[src/hdl/ufbit_pkg.sv]
// Package for the serial frame buffer: transaction types, event codes and register defaults.
package ufbit_pkg;

	// event codes carried in the kind field
	typedef enum logic [2:0] {
		KIND_RX_BYTE  = 3'd0,
		KIND_TICK     = 3'd1,
		KIND_TX_APPND = 3'd2,
		KIND_TX_READY = 3'd3,
		KIND_TX_DONE  = 3'd4,
		KIND_READ     = 3'd5,
		KIND_RELEASE  = 3'd6
	} kind_t;

	// register indexes (paddr bit 2)
	localparam logic REG_IDLE_TIMEOUT = 1'b0;
	localparam logic REG_ALIVE_RELOAD = 1'b1;

	localparam logic [7:0]  IDLE_DEFAULT  = 8'd5;
	localparam logic [15:0] ALIVE_DEFAULT = 16'd2000;
	localparam int          SHORT_LEN     = 8;

	typedef struct packed {
		logic [2:0] kind;
		logic [7:0] data_byte;
		logic       block_end;
		logic [5:0] entry_index;
	} item_t;

	typedef struct packed {
		logic       tx_valid;
		logic [7:0] tx_byte;
		logic       driver_enable;
		logic       tx_busy;
		logic       frame_ready;
		logic       short_frame;
		logic [5:0] rx_count;
		logic       link_alive;
		logic [7:0] read_data;
	} result_t;

endpackage

[src/hdl/uart_frame_buffer_idle_timeout.sv]
// Top level of the serial frame buffer with receive idle timeout and transmit queue.
//
//  channel   | handshake                | payload
//  ----------+--------------------------+---------------------------------
//  item      | item_valid / item_ready  | item   (ufbit_pkg::item_t)
//  result    | result_valid/result_ready| result (ufbit_pkg::result_t)
//  config    | psel/penable/pwrite      | paddr, pwdata, prdata, pready=1
//
// One transaction per cycle while results are taken; each result appears in the cycle after
// its item is accepted, the byte store's registered read port lying between the two.
// The output register holds a result until taken; a new item is accepted in the same
// cycle the held result leaves, so a stalled result side stalls the item side.
// Reset clears the block state and loads the register defaults; store contents are undefined until written.
module uart_frame_buffer_idle_timeout #(
	parameter int BUF_SIZE = 64
) (
	input  logic             clk,
	input  logic             arst_n,
	input  logic             psel,
	input  logic             penable,
	input  logic             pwrite,
	input  logic [2:0]       paddr,
	input  logic [31:0]      pwdata,
	output logic [31:0]      prdata,
	output logic             pready,
	input  logic             item_valid,
	output logic             item_ready,
	input  ufbit_pkg::item_t item,
	output logic             result_valid,
	input  logic             result_ready,
	output ufbit_pkg::result_t result
);
	import ufbit_pkg::*;

	localparam int AW = $clog2(BUF_SIZE);
	localparam int CW = $clog2(BUF_SIZE + 1);
	localparam int IW = (CW > 6) ? CW : 6;
	localparam int RW = (AW > 6) ? AW : 6;

	// configuration registers
	logic [7:0]  idle_cfg_q;
	logic [15:0] alive_cfg_q;
	logic        cfg_we;

	// block state
	logic [AW-1:0] rx_fill_q, rx_fill_d;
	logic [7:0]    idle_q, idle_d;
	logic [15:0]   alive_q, alive_d;
	logic          done_q, done_d;
	logic          short_q, short_d;
	logic          active_q, active_d;
	logic [CW-1:0] total_q, total_d;
	logic [CW-1:0] sent_q, sent_d;
	logic          drain_q, drain_d;

	// store access
	logic          st_we, st_re;
	logic [AW-1:0] st_waddr, st_raddr;
	logic [7:0]    st_rdata;

	// result stage
	logic          valid_s1;
	logic          txv_s1, rdsel_s1;
	logic          active_s1, done_s1, short_s1, alive_s1;
	logic [5:0]    count_s1;
	logic          txv, rdsel;
	logic          acc;
	logic [IW-1:0] idx_w;
	logic [RW-1:0] fill_w;

	assign pready     = 1'b1;
	assign cfg_we     = psel && penable && pwrite;
	assign item_ready = !valid_s1 || result_ready;
	assign acc        = item_valid && item_ready;
	assign idx_w      = IW'(item.entry_index);

	// register write
	always_ff @(posedge clk or negedge arst_n) begin
		if (!arst_n) begin
			idle_cfg_q  <= IDLE_DEFAULT;
			alive_cfg_q <= ALIVE_DEFAULT;
		end else if (cfg_we) begin
			if (paddr[2] == REG_IDLE_TIMEOUT) begin
				idle_cfg_q <= pwdata[7:0];
			end else begin
				alive_cfg_q <= pwdata[15:0];
			end
		end
	end

	// register read
	always_comb begin
		unique case (paddr[2])
			REG_IDLE_TIMEOUT: prdata = {24'd0, idle_cfg_q};
			REG_ALIVE_RELOAD: prdata = {16'd0, alive_cfg_q};
			default:          prdata = '0;
		endcase
	end

	// next state and store access for the accepted item
	always_comb begin
		rx_fill_d = rx_fill_q;
		idle_d    = idle_q;
		alive_d   = alive_q;
		done_d    = done_q;
		short_d   = short_q;
		active_d  = active_q;
		total_d   = total_q;
		sent_d    = sent_q;
		drain_d   = drain_q;
		st_we     = 1'b0;
		st_waddr  = rx_fill_q;
		st_re     = 1'b0;
		st_raddr  = '0;
		txv       = 1'b0;
		rdsel     = 1'b0;
		unique case (kind_t'(item.kind))
			KIND_RX_BYTE: begin
				alive_d = alive_cfg_q;
				if (!done_q) begin
					idle_d = idle_cfg_q;
					if (rx_fill_q < AW'(BUF_SIZE - 1)) begin
						st_we     = 1'b1;
						st_waddr  = rx_fill_q;
						rx_fill_d = rx_fill_q + 1'b1;
						if (rx_fill_d == AW'(SHORT_LEN)) begin
							short_d = 1'b1;
						end
						if (rx_fill_d == AW'(BUF_SIZE - 1)) begin
							done_d = 1'b1;
						end
					end
				end
			end
			KIND_TICK: begin
				if (idle_q != 8'd0) begin
					idle_d = idle_q - 8'd1;
					if ((idle_q == 8'd1) && (rx_fill_q != '0)) begin
						done_d = 1'b1;
					end
				end
				if (alive_q != 16'd0) begin
					alive_d = alive_q - 16'd1;
				end
			end
			KIND_TX_APPND: begin
				if (total_q < CW'(BUF_SIZE)) begin
					st_we    = 1'b1;
					st_waddr = total_q[AW-1:0];
					total_d  = total_q + 1'b1;
				end
				// block end while idle: send entry 0 at once
				if (!active_q && item.block_end) begin
					active_d = 1'b1;
					drain_d  = 1'b1;
					st_re    = 1'b1;
					st_raddr = '0;
					txv      = 1'b1;
					sent_d   = CW'(1);
				end
			end
			KIND_TX_READY: begin
				if (drain_q) begin
					if (sent_q < total_q) begin
						st_re    = 1'b1;
						st_raddr = sent_q[AW-1:0];
						txv      = 1'b1;
						sent_d   = sent_q + 1'b1;
					end else begin
						drain_d = 1'b0;
					end
				end
			end
			KIND_TX_DONE: begin
				if (active_q) begin
					active_d = 1'b0;
					drain_d  = 1'b0;
					total_d  = '0;
					sent_d   = '0;
				end
			end
			KIND_READ: begin
				if (idx_w < IW'(BUF_SIZE)) begin
					st_re    = 1'b1;
					st_raddr = idx_w[AW-1:0];
					rdsel    = 1'b1;
				end
			end
			KIND_RELEASE: begin
				rx_fill_d = '0;
				done_d    = 1'b0;
				short_d   = 1'b0;
				idle_d    = 8'd0;
			end
			default: begin
			end
		endcase
	end

	// state update
	always_ff @(posedge clk or negedge arst_n) begin
		if (!arst_n) begin
			rx_fill_q <= '0;
			idle_q    <= '0;
			alive_q   <= '0;
			done_q    <= 1'b0;
			short_q   <= 1'b0;
			active_q  <= 1'b0;
			total_q   <= '0;
			sent_q    <= '0;
			drain_q   <= 1'b0;
		end else if (acc) begin
			rx_fill_q <= rx_fill_d;
			idle_q    <= idle_d;
			alive_q   <= alive_d;
			done_q    <= done_d;
			short_q   <= short_d;
			active_q  <= active_d;
			total_q   <= total_d;
			sent_q    <= sent_d;
			drain_q   <= drain_d;
		end
	end

	ufbit_store #(
		.DEPTH(BUF_SIZE)
	) u_store (
		.clk  (clk),
		.we   (acc && st_we),
		.waddr(st_waddr),
		.wdata(item.data_byte),
		.re   (acc && st_re),
		.raddr(st_raddr),
		.rdata(st_rdata)
	);

	assign fill_w = RW'(rx_fill_d);

	// output register: valid
	always_ff @(posedge clk or negedge arst_n) begin
		if (!arst_n) begin
			valid_s1 <= 1'b0;
		end else if (acc) begin
			valid_s1 <= 1'b1;
		end else if (result_ready) begin
			valid_s1 <= 1'b0;
		end
	end

	// output register: status and select flags
	always_ff @(posedge clk) begin
		if (acc) begin
			txv_s1    <= txv;
			rdsel_s1  <= rdsel;
			active_s1 <= active_d;
			done_s1   <= done_d;
			short_s1  <= short_d;
			count_s1  <= fill_w[5:0];
			alive_s1  <= (alive_d != 16'd0);
		end
	end

	assign result_valid         = valid_s1;
	assign result.tx_valid      = txv_s1;
	assign result.tx_byte       = txv_s1 ? st_rdata : 8'd0;
	assign result.driver_enable = active_s1;
	assign result.tx_busy       = active_s1;
	assign result.frame_ready   = done_s1;
	assign result.short_frame   = short_s1;
	assign result.rx_count      = count_s1;
	assign result.link_alive    = alive_s1;
	assign result.read_data     = rdsel_s1 ? st_rdata : 8'd0;

	// checks
	a_sent_le_total: assert property (@(posedge clk) disable iff (!arst_n)
		sent_q <= total_q)
		else $error("sent count passed total");

	a_total_bound: assert property (@(posedge clk) disable iff (!arst_n)
		total_q <= CW'(BUF_SIZE))
		else $error("transmit total beyond buffer size");

	a_drain_active: assert property (@(posedge clk) disable iff (!arst_n)
		drain_q |-> active_q)
		else $error("draining without active transmission");

	a_done_nonempty: assert property (@(posedge clk) disable iff (!arst_n)
		done_q |-> (rx_fill_q != '0))
		else $error("frame done with empty receive frame");

	a_no_overrun: assert property (@(posedge clk) disable iff (!arst_n)
		(valid_s1 && !result_ready) |-> !acc)
		else $error("item accepted while result held");

endmodule

[src/hdl/ufbit_store.sv]
// Shared byte store: one write port, one registered read port with write-first bypass.
module ufbit_store #(
	parameter int DEPTH = 64
) (
	input  logic                     clk,
	input  logic                     we,
	input  logic [$clog2(DEPTH)-1:0] waddr,
	input  logic [7:0]               wdata,
	input  logic                     re,
	input  logic [$clog2(DEPTH)-1:0] raddr,
	output logic [7:0]               rdata
);
	logic [7:0] mem [DEPTH];
	logic [7:0] rdata_q;

	// write port
	always_ff @(posedge clk) begin
		if (we) begin
			mem[waddr] <= wdata;
		end
	end

	// read port; a write to the same entry in the same cycle is bypassed
	always_ff @(posedge clk) begin
		if (re) begin
			if (we && (waddr == raddr)) begin
				rdata_q <= wdata;
			end else begin
				rdata_q <= mem[raddr];
			end
		end
	end

	assign rdata = rdata_q;

endmodule

[config.mk]
export PLATFORM = sky130hd
export DESIGN_NAME = uart_frame_buffer_idle_timeout
export DESIGN_NICKNAME = d
export VERILOG_FILES = /design/src/hdl/ufbit_pkg.sv /design/src/hdl/uart_frame_buffer_idle_timeout.sv /design/src/hdl/ufbit_store.sv
export SDC_FILE = /design/constraint.sdc
export NUM_CORES = 1
export LEC_CHECK = 0
export BUFFER_PORTS_ARGS = -buffer_cell sky130_fd_sc_hd__buf_2
export CAP_MARGIN = 30
export CELL_PAD_IN_SITES_DETAIL_PLACEMENT = 1
export CELL_PAD_IN_SITES_GLOBAL_PLACEMENT = 1
export CORE_ASPECT_RATIO = 0.75
export CORE_MARGIN = 10
export CORE_UTILIZATION = 45
export CTS_CLUSTER_SIZE = 14
export DETAILED_ROUTE_END_ITERATION = 10
export PLACE_DENSITY = 0.82
export REMOVE_ABC_BUFFERS = 1
export SYNTH_ARGS = -nofsm -noshare
export SYNTH_HDL_FRONTEND = slang
export SYNTH_SLANG_ARGS = --single-unit
export TNS_END_PERCENT = 10
[constraint.sdc]
create_clock -name clk -period 8.3 [get_ports clk]
set_clock_uncertainty 0.1 [all_clocks]
set_input_delay 2.075 -clock clk [delete_from_list [all_inputs] [get_ports clk]]
set_output_delay 2.075 -clock clk [all_outputs]
set_load 0.03 [all_outputs]
==> flow_summary.json <==
{
  "synth_top_cell_area_share_pct": 60.6,
  "postPlaceCellArea_sq_mm": 0.0275,
  "slew_viol_final": 0,
  "drtIter0Drc": 2421,
  "ir_worst_vdd_v": 0.000164,
  "power.total_mw": 7.08,
  "cpPeakStageDelay_ps": 760,
  "fin_area_sq_mm": 0.0294,
  "drtAntennaViolNets": 0,
  "worstPathMaxFanout": 44,
  "vias_per_cell": 6.37,
  "track_usage_pct": 23.8,
  "drive_above_1_share_pct": 14.4,
  "p_leak_nw": 10.2,
  "num_rows": 76,
  "cp_slowest_cell": "nor4_1",
  "cts_buffers": 59,
  "gp_congestion": 0.880,
  "crit_buf_inv": 3,
  "setup_ws_ps": 2420,
  "worstHoldPathType": "reg -> reg",
  "grt_pass1_wl_mm": 125,
  "wl_per_cell_um": 28.4,
  "cp-start-kind": "input port",
  "dieArea_sq_mm": 0.0688,
  "clkSlewWorstSetupHoldPaths_ps": 60,
  "ios": 123,
  "fmax_mhz": 170,
  "antenna_found_initial": 5,
  "grt_max_degree": 87,
  "powerDensity_mw_per_mm2": 241,
  "worstSkewPairLatency_ps": 630,
  "synth_top_area_cell": "edfxtp_1",
  "ctsHoldBuffers": 0,
  "finalSetupTns_ps": 0,
  "yosysSeqAreaShare_pct": 67.5,
  "status": "completed",
  "grt_setup_unrepaired": "no",
  "post-place-cells": 2832,
  "synth_most_common_cell": "edfxtp_1",
  "period_share_pct": 70.8,
  "maxCapViolCount": 0,
  "crit_family": "compound AO/OA/AOI/OAI gates",
  "dp_hpwl_mm": 53.7,
  "nets": 2195,
  "post-place-ws_ps": 1960,
  "grt-ovfl-total": 0,
  "cp-end-kind": "register",
  "drc": 0,
  "cts_tree": "yes",
  "setup_viol": 0,
  "syn_avg_cell_area_sq_um": 12.8,
  "clock_path_buffers": 3,
  "cts.sinks": 605,
  "synth_area_leaders": "edfxtp_1, dfrtp_1, nand2_1, nor3_1, a211oi_1",
  "grt_pass1_vias": 19400,
  "ys_ff_latch": 605,
  "synthesis.area_sq_mm": 0.0264,
  "crit_type": "in -> reg",
  "dr.pass1.iters": 5,
  "htreeDepth": 2,
  "yosys_warnings": 0,
  "yosys-top-cells-count": "edfxtp_1, nand2_1, nor2_1, nor3_1, a21oi_1",
  "relSlewSlack_pct": 29.6,
  "synthToLayoutAreaGrowth_pct": 11.6,
  "cts.repair.resized": 0,
  "ys_async_sr_fraction_pct": 12.1,
  "die_w_um": 300,
  "synth_edf_count": 532,
  "routed_wl_mm": 83.8,
  "cp_common_cell": "buf_4",
  "die_h_um": 230,
  "core_area_sq_mm": 0.0577,
  "synth_ff_type": "edfxtp_1",
  "num_vias": 18800,
  "layout_min_cycle_time_ps": 5880,
  "worstPathCellList": "buf_2 -> nor2b_1 -> and2_1 -> o211ai_4 -> buf_4 -> a21bo_4 -> buf_4 -> mux2i_1 -> a211oi_1 -> nor4_1 -> nand4_1 -> o22a_1",
  "port_buffers": 87,
  "required_ps": 8590,
  "hold_violations": 0,
  "worst_pin_slew_ps": 1050,
  "final_cells": 2951,
  "crit_arrival_ps": 6170,
  "cts_root_buf": "clkbuf_16",
  "post-cts-setup-buffer-count": 0,
  "hold_slack_ps": 391,
  "synth.distinct_cells": 84,
  "initial_utilization_pct": 45.7,
  "final_util_pct": 51.0,
  "synthCells": 2055
}
[worst paths after layout]
check	startpoint	end	slack, ps	cells past startpoint
worst max-delay path	item[16]	u_store.rdata[7]$_DFFE_PP_	2420	12
worst min-delay path	drain_q$_DFFE_PN0P_	drain_q$_DFFE_PN0P_	390	2
worst max register to register	sent_q[3]$_DFFE_PN0P_	u_store.rdata[7]$_DFFE_PP_	2800	11
worst min register to register	drain_q$_DFFE_PN0P_	drain_q$_DFFE_PN0P_	390	2
max in group asynchronous	arst_n	alive_cfg_q[4]$_DFFE_PN1P_	6370	2
min in group asynchronous	arst_n	idle_cfg_q[1]$_DFFE_PN0P_	1160	1
[routing by layer]
metal	up-vias	global-route usage, %	share of wire (%)
met3	177	5.70	10
met5	-	0	0.024
met4	4	7.69	2.9
met2	1031	38.1	47
met1	9671	31.5	40
li1	7927	-	-
[cell families (layout without fill, tap and decap cells)]
kind of cell,count (synthesis),in the layout,share of synthesized area [%]
buf+inv,180,278,3.28
compound gates,356,356,9.21
other cells,2,20,0.0285
flops,605,605,67.5
simple gates,786,786,14.5
fa+ha+maj,15,15,0.712
xor+xnor,15,15,0.498
mux,96,96,4.21
[worst reg2reg max path: stages (launching register included)]
cell	delay, ps
dfrtp_1	540
ha_1	370
nand4_1	230
o211ai_4	790
buf_4	610
a21bo_4	750
buf_4	350
mux2i_1	210
a211oi_1	90
nor4_1	760
nand4_1	240
o22a_1	230
[power by group]
| group | total [mW] | switching, mW | leakage, nW | internal [mW] |
|---|---|---|---|---|
| Combinational | 0.930 | 0.630 | 3.64 | 0.300 |
| Sequential | 3.57 | 0.143 | 5.68 | 3.43 |
| Clock | 2.58 | 1.18 | 0.878 | 1.40 |
| Total | 7.08 | 1.96 | 10.2 | 5.12 |
[registers in the layout, summed over array words and instances (netlist names), 6 cells and up]
name / cells
u_store.rdata: 8
sent_q: 7
total_q: 7
alive_cfg_q: 16
idle_cfg_q: 8
idle_q: 8
rx_fill_q: 6
alive_q: 16
count_s1: 6
u_store.mem: 512
[placed cells by master, fill, tap and decap left out, types with 9 or more instances in the layout]
cell and count:
clkinv_2 9, clkbuf_16 59, nor4_1 63, clkinv_1 21
nand4_1 19, mux2i_1 49, dfrtp_1 65, nor2_1 138
buf_4 43, o211ai_1 10, a31oi_1 22, nand2_1 226
nand3_1 54, inv_1 25, nand2b_1 15, o22ai_1 12
and3_1 59, ha_1 15, a21oi_1 85, xnor2_1 13
edfxtp_1 532, nor3_1 137, o2111ai_1 10, o21ai_0 51
conb_1 17, a22oi_1 20, and2_1 30, buf_2 90
a211oi_1 75, mux2_2 39
[area by class of cell]
cell class                      instances  area [sq um]
Clock buffer                           67          1510
Timing Repair Buffer                  143           923
Clock inverter                         42           304
Tap cell                              780           976
Multi-Input combinational cell       1285          7810
Antenna cell                            3          7.51
Fill cell                            5883         28300
Sequential cell                       605         17800
Inverter                               26          97.6
No activity file was read; power rests on OpenSTA's default activity.
